<file path="src/hw/rtl/dlvps_pkg.sv">
// dlvps_pkg: shared constants, codes and types of the dc link voltage pi step
// used by dlvps_gain_mul, dlvps_div and dc_link_voltage_pi_step; no dependencies

package dlvps_pkg;

   // default signal width, signed q32.16 at 48 bits
   localparam int DATA_WIDTH_DEF = 48;

   // fixed field widths
   localparam int GAIN_W      = 48;   // unsigned q16.32 gains
   localparam int GAIN_FRAC_W = 32;   // fraction bits of a gain
   localparam int NOM_W       = 47;   // nominal voltage register
   localparam int FRAC_W      = 16;   // fraction bits of a signal
   localparam int CSR_ADDR_W  = 2;
   localparam int CSR_DATA_W  = 48;

   // gain multiplier works on 16-bit slices of the gain
   localparam int CHUNK_W     = 16;
   localparam int GAIN_CHUNKS = GAIN_W / CHUNK_W;

   // nominal voltage after reset: 1.0 in q32.16
   localparam logic [NOM_W-1:0] NOM_RESET = 47'd65536;

   // item kinds
   localparam logic OP_STEP = 1'b0;
   localparam logic OP_INIT = 1'b1;

   // register indexes
   typedef enum logic [CSR_ADDR_W-1:0] {
      CSR_KP_GAIN     = 2'd0,
      CSR_KI_DT       = 2'd1,
      CSR_DT_OVER_CAP = 2'd2,
      CSR_V_NOMINAL   = 2'd3
   } csr_index_type;

   // sequencer states
   typedef enum logic [2:0] {
      ST_IDLE,
      ST_SETUP,
      ST_MUL_KP,
      ST_MUL_KI,
      ST_DIV,
      ST_DIFF,
      ST_MUL_DT,
      ST_DONE
   } seq_state_type;

   // command to an iterative unit: start pulse and sign of the operand
   typedef struct packed {
      logic start;
      logic neg;
   } unit_cmd_type;

endpackage

</file>
<file path="src/hw/rtl/dlvps_gain_mul.sv">
// dlvps_gain_mul: iterative magnitude times q16.32 gain, one 16-bit gain slice per cycle
// rounds to q32.16 (ties away from zero) and saturates; uses dlvps_pkg

module dlvps_gain_mul #(
   parameter int DATA_WIDTH = dlvps_pkg::DATA_WIDTH_DEF
) (
   input  logic                         clock,
   input  logic                         reset,
   input  dlvps_pkg::unit_cmd_type      cmd,
   input  logic [DATA_WIDTH-1:0]        mag,
   input  logic [dlvps_pkg::GAIN_W-1:0] gain,
   output logic [DATA_WIDTH-1:0]        result,
   output logic                         done
);

   localparam int ACC_W  = DATA_WIDTH + dlvps_pkg::GAIN_W;
   localparam int PART_W = DATA_WIDTH + dlvps_pkg::CHUNK_W;
   localparam int RES_W  = ACC_W - dlvps_pkg::GAIN_FRAC_W;
   localparam int IDX_W  = $clog2(dlvps_pkg::GAIN_CHUNKS);
   localparam logic [IDX_W-1:0] LAST_IDX = IDX_W'(dlvps_pkg::GAIN_CHUNKS - 1);
   localparam logic [ACC_W-1:0] ROUND_HALF = ACC_W'(1) << (dlvps_pkg::GAIN_FRAC_W - 1);
   localparam logic [DATA_WIDTH-1:0] SIG_MAX = {1'b0, {(DATA_WIDTH-1){1'b1}}};
   localparam logic [DATA_WIDTH-1:0] SIG_MIN = {1'b1, {(DATA_WIDTH-1){1'b0}}};
   localparam logic [RES_W-1:0] POS_LIM = RES_W'(SIG_MAX);
   localparam logic [RES_W-1:0] NEG_LIM = RES_W'(SIG_MAX) + RES_W'(1);

   logic                         busy_ff, busy_in;
   logic                         fin_ff, fin_in;
   logic                         done_ff, done_in;
   logic [IDX_W-1:0]             idx_ff, idx_in;
   logic [ACC_W-1:0]             acc_ff, acc_in;
   logic [DATA_WIDTH-1:0]        mag_ff, mag_in;
   logic [dlvps_pkg::GAIN_W-1:0] gain_ff, gain_in;
   logic                         neg_ff, neg_in;
   logic [DATA_WIDTH-1:0]        res_ff, res_in;
   logic [dlvps_pkg::CHUNK_W-1:0] chunk;
   logic [PART_W-1:0]            part;
   logic [ACC_W-1:0]             part_shifted;

   // sign and magnitude to a saturated signed signal
   function automatic logic [DATA_WIDTH-1:0] from_mag(logic neg, logic [RES_W-1:0] m);
      if (!neg) begin
         from_mag = (m > POS_LIM) ? SIG_MAX : m[DATA_WIDTH-1:0];
      end else begin
         from_mag = (m > NEG_LIM) ? SIG_MIN : DATA_WIDTH'(-m);
      end
   endfunction

   // one partial product per cycle, weighted by its slice position
   always_comb begin
      chunk        = gain_ff[idx_ff*dlvps_pkg::CHUNK_W +: dlvps_pkg::CHUNK_W];
      part         = PART_W'(mag_ff) * PART_W'(chunk);
      part_shifted = ACC_W'(part) << (idx_ff * dlvps_pkg::CHUNK_W);
   end

   // slice counter, accumulator and final rounding
   always_comb begin
      busy_in = busy_ff;
      fin_in  = 1'b0;
      done_in = done_ff;
      idx_in  = idx_ff;
      acc_in  = acc_ff;
      mag_in  = mag_ff;
      gain_in = gain_ff;
      neg_in  = neg_ff;
      res_in  = res_ff;
      if (cmd.start) begin
         busy_in = 1'b1;
         done_in = 1'b0;
         idx_in  = '0;
         acc_in  = ROUND_HALF;
         mag_in  = mag;
         gain_in = gain;
         neg_in  = cmd.neg;
      end else if (busy_ff) begin
         acc_in = acc_ff + part_shifted;
         if (idx_ff == LAST_IDX) begin
            busy_in = 1'b0;
            fin_in  = 1'b1;
         end else begin
            idx_in = idx_ff + IDX_W'(1);
         end
      end else if (fin_ff) begin
         res_in  = from_mag(neg_ff, acc_ff[ACC_W-1:dlvps_pkg::GAIN_FRAC_W]);
         done_in = 1'b1;
      end
   end

   always_ff @(posedge clock) begin
      if (reset) begin
         busy_ff <= 1'b0;
         fin_ff  <= 1'b0;
         done_ff <= 1'b0;
         idx_ff  <= '0;
      end else begin
         busy_ff <= busy_in;
         fin_ff  <= fin_in;
         done_ff <= done_in;
         idx_ff  <= idx_in;
      end
   end

   always_ff @(posedge clock) begin
      acc_ff  <= acc_in;
      mag_ff  <= mag_in;
      gain_ff <= gain_in;
      neg_ff  <= neg_in;
      res_ff  <= res_in;
   end

   assign result = res_ff;
   assign done   = done_ff;

endmodule

</file>
<file path="src/hw/rtl/dlvps_div.sv">
// dlvps_div: bit-serial restoring divider, (magnitude << 16) / divisor, one quotient bit a cycle
// truncates toward zero and saturates to the signal range; uses dlvps_pkg

module dlvps_div #(
   parameter int DATA_WIDTH = dlvps_pkg::DATA_WIDTH_DEF
) (
   input  logic                    clock,
   input  logic                    reset,
   input  dlvps_pkg::unit_cmd_type cmd,
   input  logic [DATA_WIDTH-1:0]   mag,
   input  logic [DATA_WIDTH-1:0]   divisor,
   output logic [DATA_WIDTH-1:0]   result,
   output logic                    done
);

   localparam int Q_W   = DATA_WIDTH + dlvps_pkg::FRAC_W;
   localparam int CNT_W = $clog2(Q_W + 1);
   localparam logic [DATA_WIDTH-1:0] SIG_MAX = {1'b0, {(DATA_WIDTH-1){1'b1}}};
   localparam logic [DATA_WIDTH-1:0] SIG_MIN = {1'b1, {(DATA_WIDTH-1){1'b0}}};
   localparam logic [Q_W-1:0] POS_LIM = Q_W'(SIG_MAX);
   localparam logic [Q_W-1:0] NEG_LIM = Q_W'(SIG_MAX) + Q_W'(1);

   logic                  busy_ff, busy_in;
   logic                  done_ff, done_in;
   logic [CNT_W-1:0]      cnt_ff, cnt_in;
   logic [Q_W-1:0]        quo_ff, quo_in;
   logic [DATA_WIDTH-2:0] rem_ff, rem_in;
   logic [DATA_WIDTH-1:0] div_ff, div_in;
   logic                  neg_ff, neg_in;
   logic [DATA_WIDTH-1:0] res_ff, res_in;
   logic [DATA_WIDTH:0]   trial;
   logic [DATA_WIDTH-1:0] shifted;

   // sign and magnitude to a saturated signed signal
   function automatic logic [DATA_WIDTH-1:0] from_mag(logic neg, logic [Q_W-1:0] m);
      if (!neg) begin
         from_mag = (m > POS_LIM) ? SIG_MAX : m[DATA_WIDTH-1:0];
      end else begin
         from_mag = (m > NEG_LIM) ? SIG_MIN : DATA_WIDTH'(-m);
      end
   endfunction

   // trial subtract of the divisor from the shifted partial remainder
   always_comb begin
      shifted = {rem_ff, quo_ff[Q_W-1]};
      trial   = {1'b0, shifted} - {1'b0, div_ff};
   end

   // step sequencing: shift one dividend bit into the remainder, shift one quotient bit in
   always_comb begin
      busy_in = busy_ff;
      done_in = done_ff;
      cnt_in  = cnt_ff;
      quo_in  = quo_ff;
      rem_in  = rem_ff;
      div_in  = div_ff;
      neg_in  = neg_ff;
      res_in  = res_ff;
      if (cmd.start) begin
         busy_in = 1'b1;
         done_in = 1'b0;
         cnt_in  = CNT_W'(Q_W);
         quo_in  = {mag, {dlvps_pkg::FRAC_W{1'b0}}};
         rem_in  = '0;
         div_in  = divisor;
         neg_in  = cmd.neg;
      end else if (busy_ff) begin
         if (cnt_ff != '0) begin
            cnt_in = cnt_ff - CNT_W'(1);
            quo_in = {quo_ff[Q_W-2:0], ~trial[DATA_WIDTH]};
            rem_in = trial[DATA_WIDTH] ? shifted[DATA_WIDTH-2:0] : trial[DATA_WIDTH-2:0];
         end else begin
            busy_in = 1'b0;
            done_in = 1'b1;
            res_in  = from_mag(neg_ff, quo_ff);
         end
      end
   end

   always_ff @(posedge clock) begin
      if (reset) begin
         busy_ff <= 1'b0;
         done_ff <= 1'b0;
         cnt_ff  <= '0;
      end else begin
         busy_ff <= busy_in;
         done_ff <= done_in;
         cnt_ff  <= cnt_in;
      end
   end

   always_ff @(posedge clock) begin
      quo_ff <= quo_in;
      rem_ff <= rem_in;
      div_ff <= div_in;
      neg_ff <= neg_in;
      res_ff <= res_in;
   end

   assign result = res_ff;
   assign done   = done_ff;

endmodule

</file>
<file path="src/hw/rtl/dc_link_voltage_pi_step.sv">
// dc_link_voltage_pi_step: dc link pi controller with capacitor model, one time step per beat
// sequencer, state and config registers; uses dlvps_pkg, dlvps_gain_mul and dlvps_div
//
//   channel | direction | payload
//   req     | in        | tdata: power; tuser: op (0 step, 1 initialize)
//   rsp     | out       | tdata: dc_voltage, source_current, inverter_current; tuser: divide_fault
//   csr     | in        | csr_index selects kp_gain, ki_dt, dt_over_cap, v_nominal
//
// one item at a time: a step runs the bit-serial divider (one quotient bit per cycle)
// alongside the shared gain multiplier (three products per step); an initialize runs
// the divider alone.
// synchronous reset clears state, gains and result valid; v_nominal resets to 1.0.
// a finished beat waits in the result register; the next item is taken once it is loaded.

module dc_link_voltage_pi_step #(
   parameter int DATA_WIDTH = dlvps_pkg::DATA_WIDTH_DEF,
   localparam int REQ_DATA_W = ((DATA_WIDTH + 7) / 8) * 8,
   localparam int RSP_DATA_W = ((3 * DATA_WIDTH + 7) / 8) * 8
) (
   input  logic                             clock,
   input  logic                             reset,
   // request channel
   input  logic                             req_tvalid,
   output logic                             req_tready,
   input  logic [REQ_DATA_W-1:0]            req_tdata,   // power
   input  logic                             req_tuser,   // op
   // result channel
   output logic                             rsp_tvalid,
   input  logic                             rsp_tready,
   output logic [RSP_DATA_W-1:0]            rsp_tdata,   // dc_voltage, source_current, inverter_current
   output logic                             rsp_tuser,   // divide_fault
   // config write port
   input  logic                             csr_wr_en,
   input  logic [dlvps_pkg::CSR_ADDR_W-1:0] csr_index,
   input  logic [dlvps_pkg::CSR_DATA_W-1:0] csr_wdata
);

   localparam int W = DATA_WIDTH;
   localparam int CMP_W = (W > dlvps_pkg::NOM_W) ? W : dlvps_pkg::NOM_W;
   localparam logic [W-1:0] SIG_MAX = {1'b0, {(W-1){1'b1}}};
   localparam logic [W-1:0] SIG_MIN = {1'b1, {(W-1){1'b0}}};

   // config registers
   logic [dlvps_pkg::GAIN_W-1:0] kp_gain_ff, kp_gain_in;
   logic [dlvps_pkg::GAIN_W-1:0] ki_dt_ff, ki_dt_in;
   logic [dlvps_pkg::GAIN_W-1:0] dt_over_cap_ff, dt_over_cap_in;
   logic [dlvps_pkg::NOM_W-1:0]  v_nominal_ff, v_nominal_in;

   // model state
   logic [W-1:0] voltage_next_ff, voltage_next_in;
   logic [W-1:0] integrator_next_ff, integrator_next_in;

   // sequencer and working registers
   dlvps_pkg::seq_state_type state_ff, state_in;
   logic         op_ff, op_in;
   logic [W-1:0] power_ff, power_in;
   logic [W-1:0] volt_ff, volt_in;
   logic [W-1:0] integ_ff, integ_in;
   logic [W-1:0] emag_ff, emag_in;
   logic         eneg_ff, eneg_in;
   logic [W-1:0] src_ff, src_in;
   logic [W-1:0] inv_ff, inv_in;

   // result register
   logic         rsp_tvalid_ff, rsp_tvalid_in;
   logic [W-1:0] rsp_volt_ff, rsp_volt_in;
   logic [W-1:0] rsp_src_ff, rsp_src_in;
   logic [W-1:0] rsp_inv_ff, rsp_inv_in;
   logic         rsp_fault_ff, rsp_fault_in;

   // datapath wires
   logic [CMP_W-1:0] nom_wide;
   logic [W-1:0]     nom;
   logic             volt_fault;
   logic [W:0]       e_sum;
   logic             e_neg;
   logic [W-1:0]     e_mag;
   logic [W:0]       d_sum;
   logic             d_neg;
   logic [W-1:0]     d_mag;
   logic [W-1:0]     power_mag;
   logic [W-1:0]     inv_val;
   logic             rsp_load;

   // unit connections: shared gain multiplier and divider
   dlvps_pkg::unit_cmd_type      mul_cmd;
   logic [W-1:0]                 mul_mag;
   logic [dlvps_pkg::GAIN_W-1:0] mul_gain;
   logic [W-1:0]                 mul_res;
   logic                         mul_done;
   dlvps_pkg::unit_cmd_type      div_cmd;
   logic [W-1:0]                 div_res;
   logic                         div_done;

   // signed add saturated to the signal range
   function automatic logic [W-1:0] sat_add(logic [W-1:0] a, logic [W-1:0] b);
      logic [W:0] s;
      s = {a[W-1], a} + {b[W-1], b};
      if (s[W] != s[W-1]) begin
         sat_add = s[W] ? SIG_MIN : SIG_MAX;
      end else begin
         sat_add = s[W-1:0];
      end
   endfunction

   // nominal voltage clamped to the signal range, and the exact differences
   always_comb begin
      nom_wide   = CMP_W'(v_nominal_ff);
      nom        = (nom_wide > CMP_W'(SIG_MAX)) ? SIG_MAX : W'(nom_wide);
      volt_fault = volt_ff[W-1] | (volt_ff == '0);
      e_sum      = {nom[W-1], nom} - {volt_ff[W-1], volt_ff};
      e_neg      = e_sum[W];
      e_mag      = e_neg ? W'(-e_sum) : e_sum[W-1:0];
      d_sum      = {src_ff[W-1], src_ff} - {inv_ff[W-1], inv_ff};
      d_neg      = d_sum[W];
      d_mag      = d_neg ? W'(-d_sum) : d_sum[W-1:0];
      power_mag  = power_ff[W-1] ? W'(-power_ff) : power_ff;
      inv_val    = volt_fault ? '0 : div_res;
   end

   // config writes
   always_comb begin
      kp_gain_in     = kp_gain_ff;
      ki_dt_in       = ki_dt_ff;
      dt_over_cap_in = dt_over_cap_ff;
      v_nominal_in   = v_nominal_ff;
      if (csr_wr_en) begin
         unique case (csr_index)
            dlvps_pkg::CSR_KP_GAIN:     kp_gain_in     = csr_wdata;
            dlvps_pkg::CSR_KI_DT:       ki_dt_in       = csr_wdata;
            dlvps_pkg::CSR_DT_OVER_CAP: dt_over_cap_in = csr_wdata;
            dlvps_pkg::CSR_V_NOMINAL:   v_nominal_in   = csr_wdata[dlvps_pkg::NOM_W-1:0];
         endcase
      end
   end

   // next state
   always_comb begin
      state_in = state_ff;
      unique case (state_ff)
         dlvps_pkg::ST_IDLE: begin
            if (req_tvalid) state_in = dlvps_pkg::ST_SETUP;
         end
         dlvps_pkg::ST_SETUP: begin
            state_in = (op_ff == dlvps_pkg::OP_INIT) ? dlvps_pkg::ST_DIV : dlvps_pkg::ST_MUL_KP;
         end
         dlvps_pkg::ST_MUL_KP: begin
            if (mul_done) state_in = dlvps_pkg::ST_MUL_KI;
         end
         dlvps_pkg::ST_MUL_KI: begin
            if (mul_done) state_in = dlvps_pkg::ST_DIV;
         end
         dlvps_pkg::ST_DIV: begin
            if (volt_fault || div_done) begin
               state_in = (op_ff == dlvps_pkg::OP_INIT) ? dlvps_pkg::ST_DONE : dlvps_pkg::ST_DIFF;
            end
         end
         dlvps_pkg::ST_DIFF: begin
            state_in = dlvps_pkg::ST_MUL_DT;
         end
         dlvps_pkg::ST_MUL_DT: begin
            if (mul_done) state_in = dlvps_pkg::ST_DONE;
         end
         dlvps_pkg::ST_DONE: begin
            if (!rsp_tvalid_ff || rsp_tready) state_in = dlvps_pkg::ST_IDLE;
         end
         default: state_in = dlvps_pkg::ST_IDLE;
      endcase
   end

   // unit commands and operand selection
   always_comb begin
      mul_cmd  = '0;
      div_cmd  = '0;
      mul_mag  = emag_ff;
      mul_gain = kp_gain_ff;
      rsp_load = 1'b0;
      unique case (state_ff)
         dlvps_pkg::ST_SETUP: begin
            mul_cmd.start = (op_ff == dlvps_pkg::OP_STEP);
            mul_cmd.neg   = e_neg;
            mul_mag       = e_mag;
            mul_gain      = kp_gain_ff;
            div_cmd.start = !volt_fault;
            div_cmd.neg   = power_ff[W-1];
         end
         dlvps_pkg::ST_MUL_KP: begin
            mul_cmd.start = mul_done;
            mul_cmd.neg   = eneg_ff;
            mul_mag       = emag_ff;
            mul_gain      = ki_dt_ff;
         end
         dlvps_pkg::ST_DIFF: begin
            mul_cmd.start = 1'b1;
            mul_cmd.neg   = d_neg;
            mul_mag       = d_mag;
            mul_gain      = dt_over_cap_ff;
         end
         dlvps_pkg::ST_DONE: begin
            rsp_load = !rsp_tvalid_ff || rsp_tready;
         end
         default: begin
         end
      endcase
   end

   assign req_tready = (state_ff == dlvps_pkg::ST_IDLE);

   // working registers and state updates
   always_comb begin
      op_in              = op_ff;
      power_in           = power_ff;
      volt_in            = volt_ff;
      integ_in           = integ_ff;
      emag_in            = emag_ff;
      eneg_in            = eneg_ff;
      src_in             = src_ff;
      inv_in             = inv_ff;
      voltage_next_in    = voltage_next_ff;
      integrator_next_in = integrator_next_ff;
      unique case (state_ff)
         dlvps_pkg::ST_IDLE: begin
            if (req_tvalid) begin
               op_in    = req_tuser;
               power_in = req_tdata[W-1:0];
               volt_in  = (req_tuser == dlvps_pkg::OP_INIT) ? nom : voltage_next_ff;
               integ_in = integrator_next_ff;
            end
         end
         dlvps_pkg::ST_SETUP: begin
            emag_in = e_mag;
            eneg_in = e_neg;
         end
         dlvps_pkg::ST_MUL_KP: begin
            if (mul_done) src_in = sat_add(mul_res, integ_ff);
         end
         dlvps_pkg::ST_MUL_KI: begin
            if (mul_done) integrator_next_in = sat_add(integ_ff, mul_res);
         end
         dlvps_pkg::ST_DIV: begin
            if (volt_fault || div_done) begin
               inv_in = inv_val;
               // initialize: steady state around the nominal voltage
               if (op_ff == dlvps_pkg::OP_INIT) begin
                  src_in             = inv_val;
                  voltage_next_in    = volt_ff;
                  integrator_next_in = inv_val;
               end
            end
         end
         dlvps_pkg::ST_MUL_DT: begin
            if (mul_done) voltage_next_in = sat_add(volt_ff, mul_res);
         end
         default: begin
         end
      endcase
   end

   // result register
   always_comb begin
      rsp_tvalid_in = rsp_tvalid_ff && !rsp_tready;
      rsp_volt_in   = rsp_volt_ff;
      rsp_src_in    = rsp_src_ff;
      rsp_inv_in    = rsp_inv_ff;
      rsp_fault_in  = rsp_fault_ff;
      if (rsp_load) begin
         rsp_tvalid_in = 1'b1;
         rsp_volt_in   = volt_ff;
         rsp_src_in    = src_ff;
         rsp_inv_in    = inv_ff;
         rsp_fault_in  = volt_fault;
      end
   end

   always_ff @(posedge clock) begin
      if (reset) begin
         state_ff           <= dlvps_pkg::ST_IDLE;
         kp_gain_ff         <= '0;
         ki_dt_ff           <= '0;
         dt_over_cap_ff     <= '0;
         v_nominal_ff       <= dlvps_pkg::NOM_RESET;
         voltage_next_ff    <= '0;
         integrator_next_ff <= '0;
         rsp_tvalid_ff      <= 1'b0;
      end else begin
         state_ff           <= state_in;
         kp_gain_ff         <= kp_gain_in;
         ki_dt_ff           <= ki_dt_in;
         dt_over_cap_ff     <= dt_over_cap_in;
         v_nominal_ff       <= v_nominal_in;
         voltage_next_ff    <= voltage_next_in;
         integrator_next_ff <= integrator_next_in;
         rsp_tvalid_ff      <= rsp_tvalid_in;
      end
   end

   always_ff @(posedge clock) begin
      op_ff        <= op_in;
      power_ff     <= power_in;
      volt_ff      <= volt_in;
      integ_ff     <= integ_in;
      emag_ff      <= emag_in;
      eneg_ff      <= eneg_in;
      src_ff       <= src_in;
      inv_ff       <= inv_in;
      rsp_volt_ff  <= rsp_volt_in;
      rsp_src_ff   <= rsp_src_in;
      rsp_inv_ff   <= rsp_inv_in;
      rsp_fault_ff <= rsp_fault_in;
   end

   // shared gain multiplier
   dlvps_gain_mul #(
      .DATA_WIDTH (DATA_WIDTH)
   ) u_gain_mul (
      .clock  (clock),
      .reset  (reset),
      .cmd    (mul_cmd),
      .mag    (mul_mag),
      .gain   (mul_gain),
      .result (mul_res),
      .done   (mul_done)
   );

   // power over voltage
   dlvps_div #(
      .DATA_WIDTH (DATA_WIDTH)
   ) u_div (
      .clock   (clock),
      .reset   (reset),
      .cmd     (div_cmd),
      .mag     (power_mag),
      .divisor (volt_ff),
      .result  (div_res),
      .done    (div_done)
   );

   assign rsp_tvalid = rsp_tvalid_ff;
   assign rsp_tdata  = RSP_DATA_W'({rsp_inv_ff, rsp_src_ff, rsp_volt_ff});
   assign rsp_tuser  = rsp_fault_ff;

   // an accepted beat always starts the setup cycle
   a_accept_setup: assert property (@(posedge clock) disable iff (reset)
      req_tvalid && req_tready |=> state_ff == dlvps_pkg::ST_SETUP)
      else $error("accepted beat did not enter setup");

   // a result only appears on leaving the done state
   a_rsp_from_done: assert property (@(posedge clock) disable iff (reset)
      $rose(rsp_tvalid) |-> $past(state_ff == dlvps_pkg::ST_DONE))
      else $error("result raised outside the done state");

   // a faulted result carries zero inverter current
   a_fault_zero_inv: assert property (@(posedge clock) disable iff (reset)
      rsp_tvalid && rsp_tuser |-> rsp_inv_ff == '0)
      else $error("fault with nonzero inverter current");

   // initialize never runs the gain multiplier
   a_init_no_mul: assert property (@(posedge clock) disable iff (reset)
      state_ff != dlvps_pkg::ST_IDLE && op_ff == dlvps_pkg::OP_INIT |-> !mul_cmd.start)
      else $error("multiplier started on initialize");

   // the divider is never started on a non-positive voltage
   a_div_no_fault: assert property (@(posedge clock) disable iff (reset)
      div_cmd.start |-> !volt_fault)
      else $error("divider started with non-positive divisor");

endmodule
</file>
<file path="config.mk">
export PLATFORM = sky130hd
export DESIGN_NAME = dc_link_voltage_pi_step
export DESIGN_NICKNAME = d
export VERILOG_FILES = /design/src/hw/rtl/dlvps_pkg.sv /design/src/hw/rtl/dlvps_gain_mul.sv /design/src/hw/rtl/dlvps_div.sv /design/src/hw/rtl/dc_link_voltage_pi_step.sv
export SDC_FILE = /design/constraint.sdc
export NUM_CORES = 2
export LEC_CHECK = 0
export ABC_AREA = 1
export BUFFER_PORTS_ARGS = -buffer_cell sky130_fd_sc_hd__buf_2
export CORE_UTILIZATION = 55
export CTS_CLUSTER_DIAMETER = 100
export DETAILED_ROUTE_END_ITERATION = 10
export PLACE_DENSITY = 0.79
export SLEW_MARGIN = 20
export SYNTH_ARGS = -nofsm -noshare
export SYNTH_HDL_FRONTEND = slang
export SYNTH_SLANG_ARGS = --single-unit
</file>
<file path="constraint.sdc">
create_clock -name clock -period 29.4 [get_ports clock]
set_input_delay 5.88 -clock clock [delete_from_list [all_inputs] [get_ports clock]]
set_output_delay 5.88 -clock clock [all_outputs]
set_load 0.01 [all_outputs]
</file>
==> impl.org <==
** CTS
- Clock tree root driver cell :: clkbuf_16
- After clock tree synthesis, the flow added hold-fix buffers numbering 0.
- Clock slew at the register clock pins of the worst setup and hold paths :: 0.07 ns
- Number of H-tree levels :: 4
- TritonCTS built the clock tree.
- Insertion delay of the later-clocked pin in the worst-skew pair :: 0.84 ns
- After clock tree synthesis, the repair step resized 0 gates.
- Number of buffers inserted during clock tree synthesis :: ~130
- The number of setup buffers added after CTS is 0.
- For this design, the sink count on the clock tree is about 1.2k.
- Buffer levels on the longest clock path :: 3

** STA
- Setup violations remaining at the end of the flow were counted as 0.
- Setup repair after global routing missed its margin :: false
- On the final layout, the worst clock skew is 0.04983 ns.
- Final critical delay including setup and external delays :: 13.01 ns
- At the pin with the least slew margin, the transition time is 1.266 ns.
- Max-slew violations :: 0
- In the finished design, the share of the clock period the worst path needs comes to 0.4424.
- In this run the tightest slew margin relative to its limit is 0.1471.
- Static timing analysis puts the maximum clock frequency at 0.07688 GHz.
- The final hold violation count is 0.
- Summed over all failing endpoints, the final setup total negative slack is 0 ns.

** Drt
- Total via count after detailed routing :: ~95k
- Iteration-0 DRC count of the detailed router :: approximately 13k
- Once detail routing completed, the nets flagged for antenna violations numbered 0.
- DRT Wirelength :: 366900 um
- Number of iterations in the first detailed-routing pass :: 9
- DR WL/cell :: 22.46 um
- After detailed routing, the number of vias per cell comes to a little under 6.
- For this run, design rule violations remaining after detail routing come to 0.

** Yosys
- The number of different library cells used by synthesis comes to 76.
- For this run, asynchronously set or reset flops after synthesis account for 0.
- Number of synthesized flops with an enable pin :: 725
- Library cell with the largest summed area after synthesis :: edfxtp_1
- Post-synth top cells :: 3033 x nand2_1, 2354 x inv_1, 1669 x nor2_1
- Averaged over all synthesized cells, the footprint is about 7.4 um2.
- Primary FF master, synth :: edfxtp_1
- After synthesis the cells add up to 101600 um2.
- After technology mapping, the gate count stands at ~14k.
- YS warnings :: 0
- Nets in the synthesized netlist :: 14.95k
- Of the synthesized area, sequential elements account for 0.3058.
- After synthesis the netlist holds a flip-flop and latch count of 1189.
- The share of synthesized area in the top cell type comes to 0.2144.
- Among all cell types in the netlist, the one instantiated most often is nand2_1.
- Most area-consuming cells after synthesis :: edfxtp_1 21%, fa_1 13%, nand2_1 11%, dfxtp_1 9.1%, inv_1 8.7%

** Global route
- Pin count of the biggest net entering global routing :: 102
- The number of antenna violations at the first check in global routing is 24.
- After global routing, the most crowded layer is met2.
- Total global routing overflow :: 0
- Via count of the first global-routing pass :: 88.65k
- For this run, global-route usage on met2 was measured as 0.5590.
- Fraction of met1 tracks used by global routing :: 0.5495
- Wire length of the first global-routing pass :: 543800 um
- For met3 alone, demand over resource in global routing was 0.08811.
- Across every metal layer, demand over resource in global routing totals 0.3881.

** Cells and area
- Max FFs per register :: 96
- Register bank with the most flops :: u_gain_mul.acc_ff
- Top Registers :: u_gain_mul.acc_ff (96), u_div.quo_ff (64)
- The area growth from synthesis to layout is 7.761%.
- In the final design database the tool counted 14.98k nets.
- Of the cells placed in the final design, the portion with a size suffix greater than 1 is 0.05685.

** Die
- Chip Height :: 431.7 um
- Die area :: ~190000 um2
- The floorplan has ~160 rows.
- After floorplanning, the core was sized to cover 183300 um2.
- Total I/O pin count :: 251
- The die is 431.7 um wide.
- Effective utilization at floorplan :: 0.5541

** Critical path
- Master of the slowest instance on the critical path :: o21ai_2
- The number of cells on the worst reg-to-reg path is 39.
- In this run the worst path has a maximum fanout of 73.
- STA classifies the critical path endpoint as a flop.
- The worst setup path is of the reg -> reg kind.
- At the worst endpoint, the arrival time is 13.72 ns.
- Worst endpoint required time :: 30.11 ns
- Slowest Stage Delay on Critical Path :: 1.04 ns
- The worst setup path is launched from a flop.
- Worst reg2reg startpoint :: u_gain_mul.idx_ff[1]
- The endpoint identified for the worst register-to-register timing path is u_gain_mul.acc_ff[65].
- Register-to-register setup slack :: 16.39 ns

** Placed design
- HPWL after detailed placement :: 291100 um
- Input and output buffers added on the ports amount to 250.
- Routability-driven placement finished with a final weighted congestion of approximately 1.1.

** Worst hold path
- Critical hold path startpoint :: integrator_next_ff[43]
- Hold Path Cell Cnt :: 0
- The min-delay analysis places its worst path in the category reg -> reg.
- For hold timing, the worst endpoint is integ_ff[43].

** Run status
- The run finished with clean final reports.

** Flow run
- The tool flagged a number of max-cap violations equal to 0.
==> worst max path at each step <==
stage | startpoint | end | slack [ns] | cells past startpoint
after floorplan | req_tvalid | integ_ff[0] | 8.89 | 2
after global placement | u_gain_mul.idx_ff[1] | u_gain_mul.acc_ff[58] | 17.03 | 40
after detailed placement | u_gain_mul.idx_ff[1] | u_gain_mul.acc_ff[65] | 17.04 | 40
after CTS | u_gain_mul.idx_ff[1] | u_gain_mul.acc_ff[65] | 17.00 | 40
after global routing | u_gain_mul.idx_ff[1] | u_gain_mul.acc_ff[65] | 16.10 | 39
final | u_gain_mul.idx_ff[1] | u_gain_mul.acc_ff[65] | 16.39 | 39
==> kinds of logic after synthesis <==
group | after synthesis | synth area share
and+or+nand+nor | 5764 | 0.2335
buffers and inverters | 2816 | 0.1059
AOI/OAI and AO/OA | 2443 | 0.1343
DFF | 1189 | 0.3058
adders and majority gates | 1126 | 0.1866
xor gates and xnor gates | 381 | 0.03337
muxes | 5 | 0.0005051
==> stage by stage <==
step	std cells	cell area, um2	hold slack (ns)	setup WS, ns	util
final	16330	109400	0.4269	16.39	0.5972
after global routing	16330	109400	0.4334	16.10	0.5970
after CTS	16320	109400	0.4266	17.00	0.5970
after detailed placement	16080	104800	0.4162	17.04	0.5720
after global placement	16080	104800	0.4104	17.03	0.5720
after floorplan	13720	101600	0.4030	8.890	-
==> critical path, delay by kind of cell, from the launching register on <==
family                     cells  cell delay, ns
buffers and inverters          9            1.99
AOI/OAI and AO/OA             10            4.00
xor gates and xnor gates       1            0.40
and+or+nand+nor               11            1.99
adders and majority gates      8            4.12
DFF                            1            0.33
==> cells in the final DEF (no fill, tap or decap), types with 24 or more instances in the layout <==
| master | count |
|---|---|
| a21o_1 | 58 |
| a21oi_1 | 926 |
| a22oi_1 | 65 |
| a31oi_1 | 97 |
| buf_2 | 250 |
| buf_4 | 71 |
| clkbuf_1 | 25 |
| clkbuf_16 | 136 |
| clkinv_2 | 24 |
| dfxtp_1 | 461 |
| edfxtp_1 | 725 |
| fa_1 | 648 |
| ha_1 | 478 |
| inv_1 | 2347 |
| inv_2 | 25 |
| nand2_1 | 3030 |
| nand2_2 | 44 |
| nand3_1 | 549 |
| nand3_2 | 24 |
| nand3b_1 | 31 |
| nand4_1 | 114 |
| nor2_1 | 1661 |
| nor2_2 | 30 |
| nor3_1 | 119 |
| nor4_1 | 69 |
| o211ai_1 | 64 |
| o21a_1 | 82 |
| o21ai_0 | 902 |
| o21ai_1 | 34 |
| o21bai_1 | 46 |
| o221ai_1 | 38 |
| o22ai_1 | 31 |
| or2_2 | 29 |
| xnor2_1 | 103 |
| xor2_1 | 271 |
==> per-layer routing <==
| metal | up-vias | wire (um) |
|---|---|---|
| li1 | 44090 | - |
| met1 | 44710 | 149000 |
| met2 | 5747 | 151000 |
| met3 | 875 | 46710 |
| met4 | 8 | 20200 |
| met5 | - | 58 |
==> final cells by class <==
| cell class | instances | area (um2) |
|---|---|---|
| Fill cell | 16920 | 73830 |
| Multi-Input combinational cell | 9719 | 59940 |
| Sequential cell | 1189 | 31070 |
| Inverter | 2385 | 8964 |
| Clock buffer | 173 | 3662 |
| Tap cell | 2464 | 3083 |
| Timing Repair Buffer | 321 | 1784 |
| Clock inverter | 73 | 918.4 |
| Antenna cell | 10 | 25.02 |
Power is left out: the tool's default activity adds up to more than one toggle a clock period on the data nets, which glitch-free logic cannot reach.
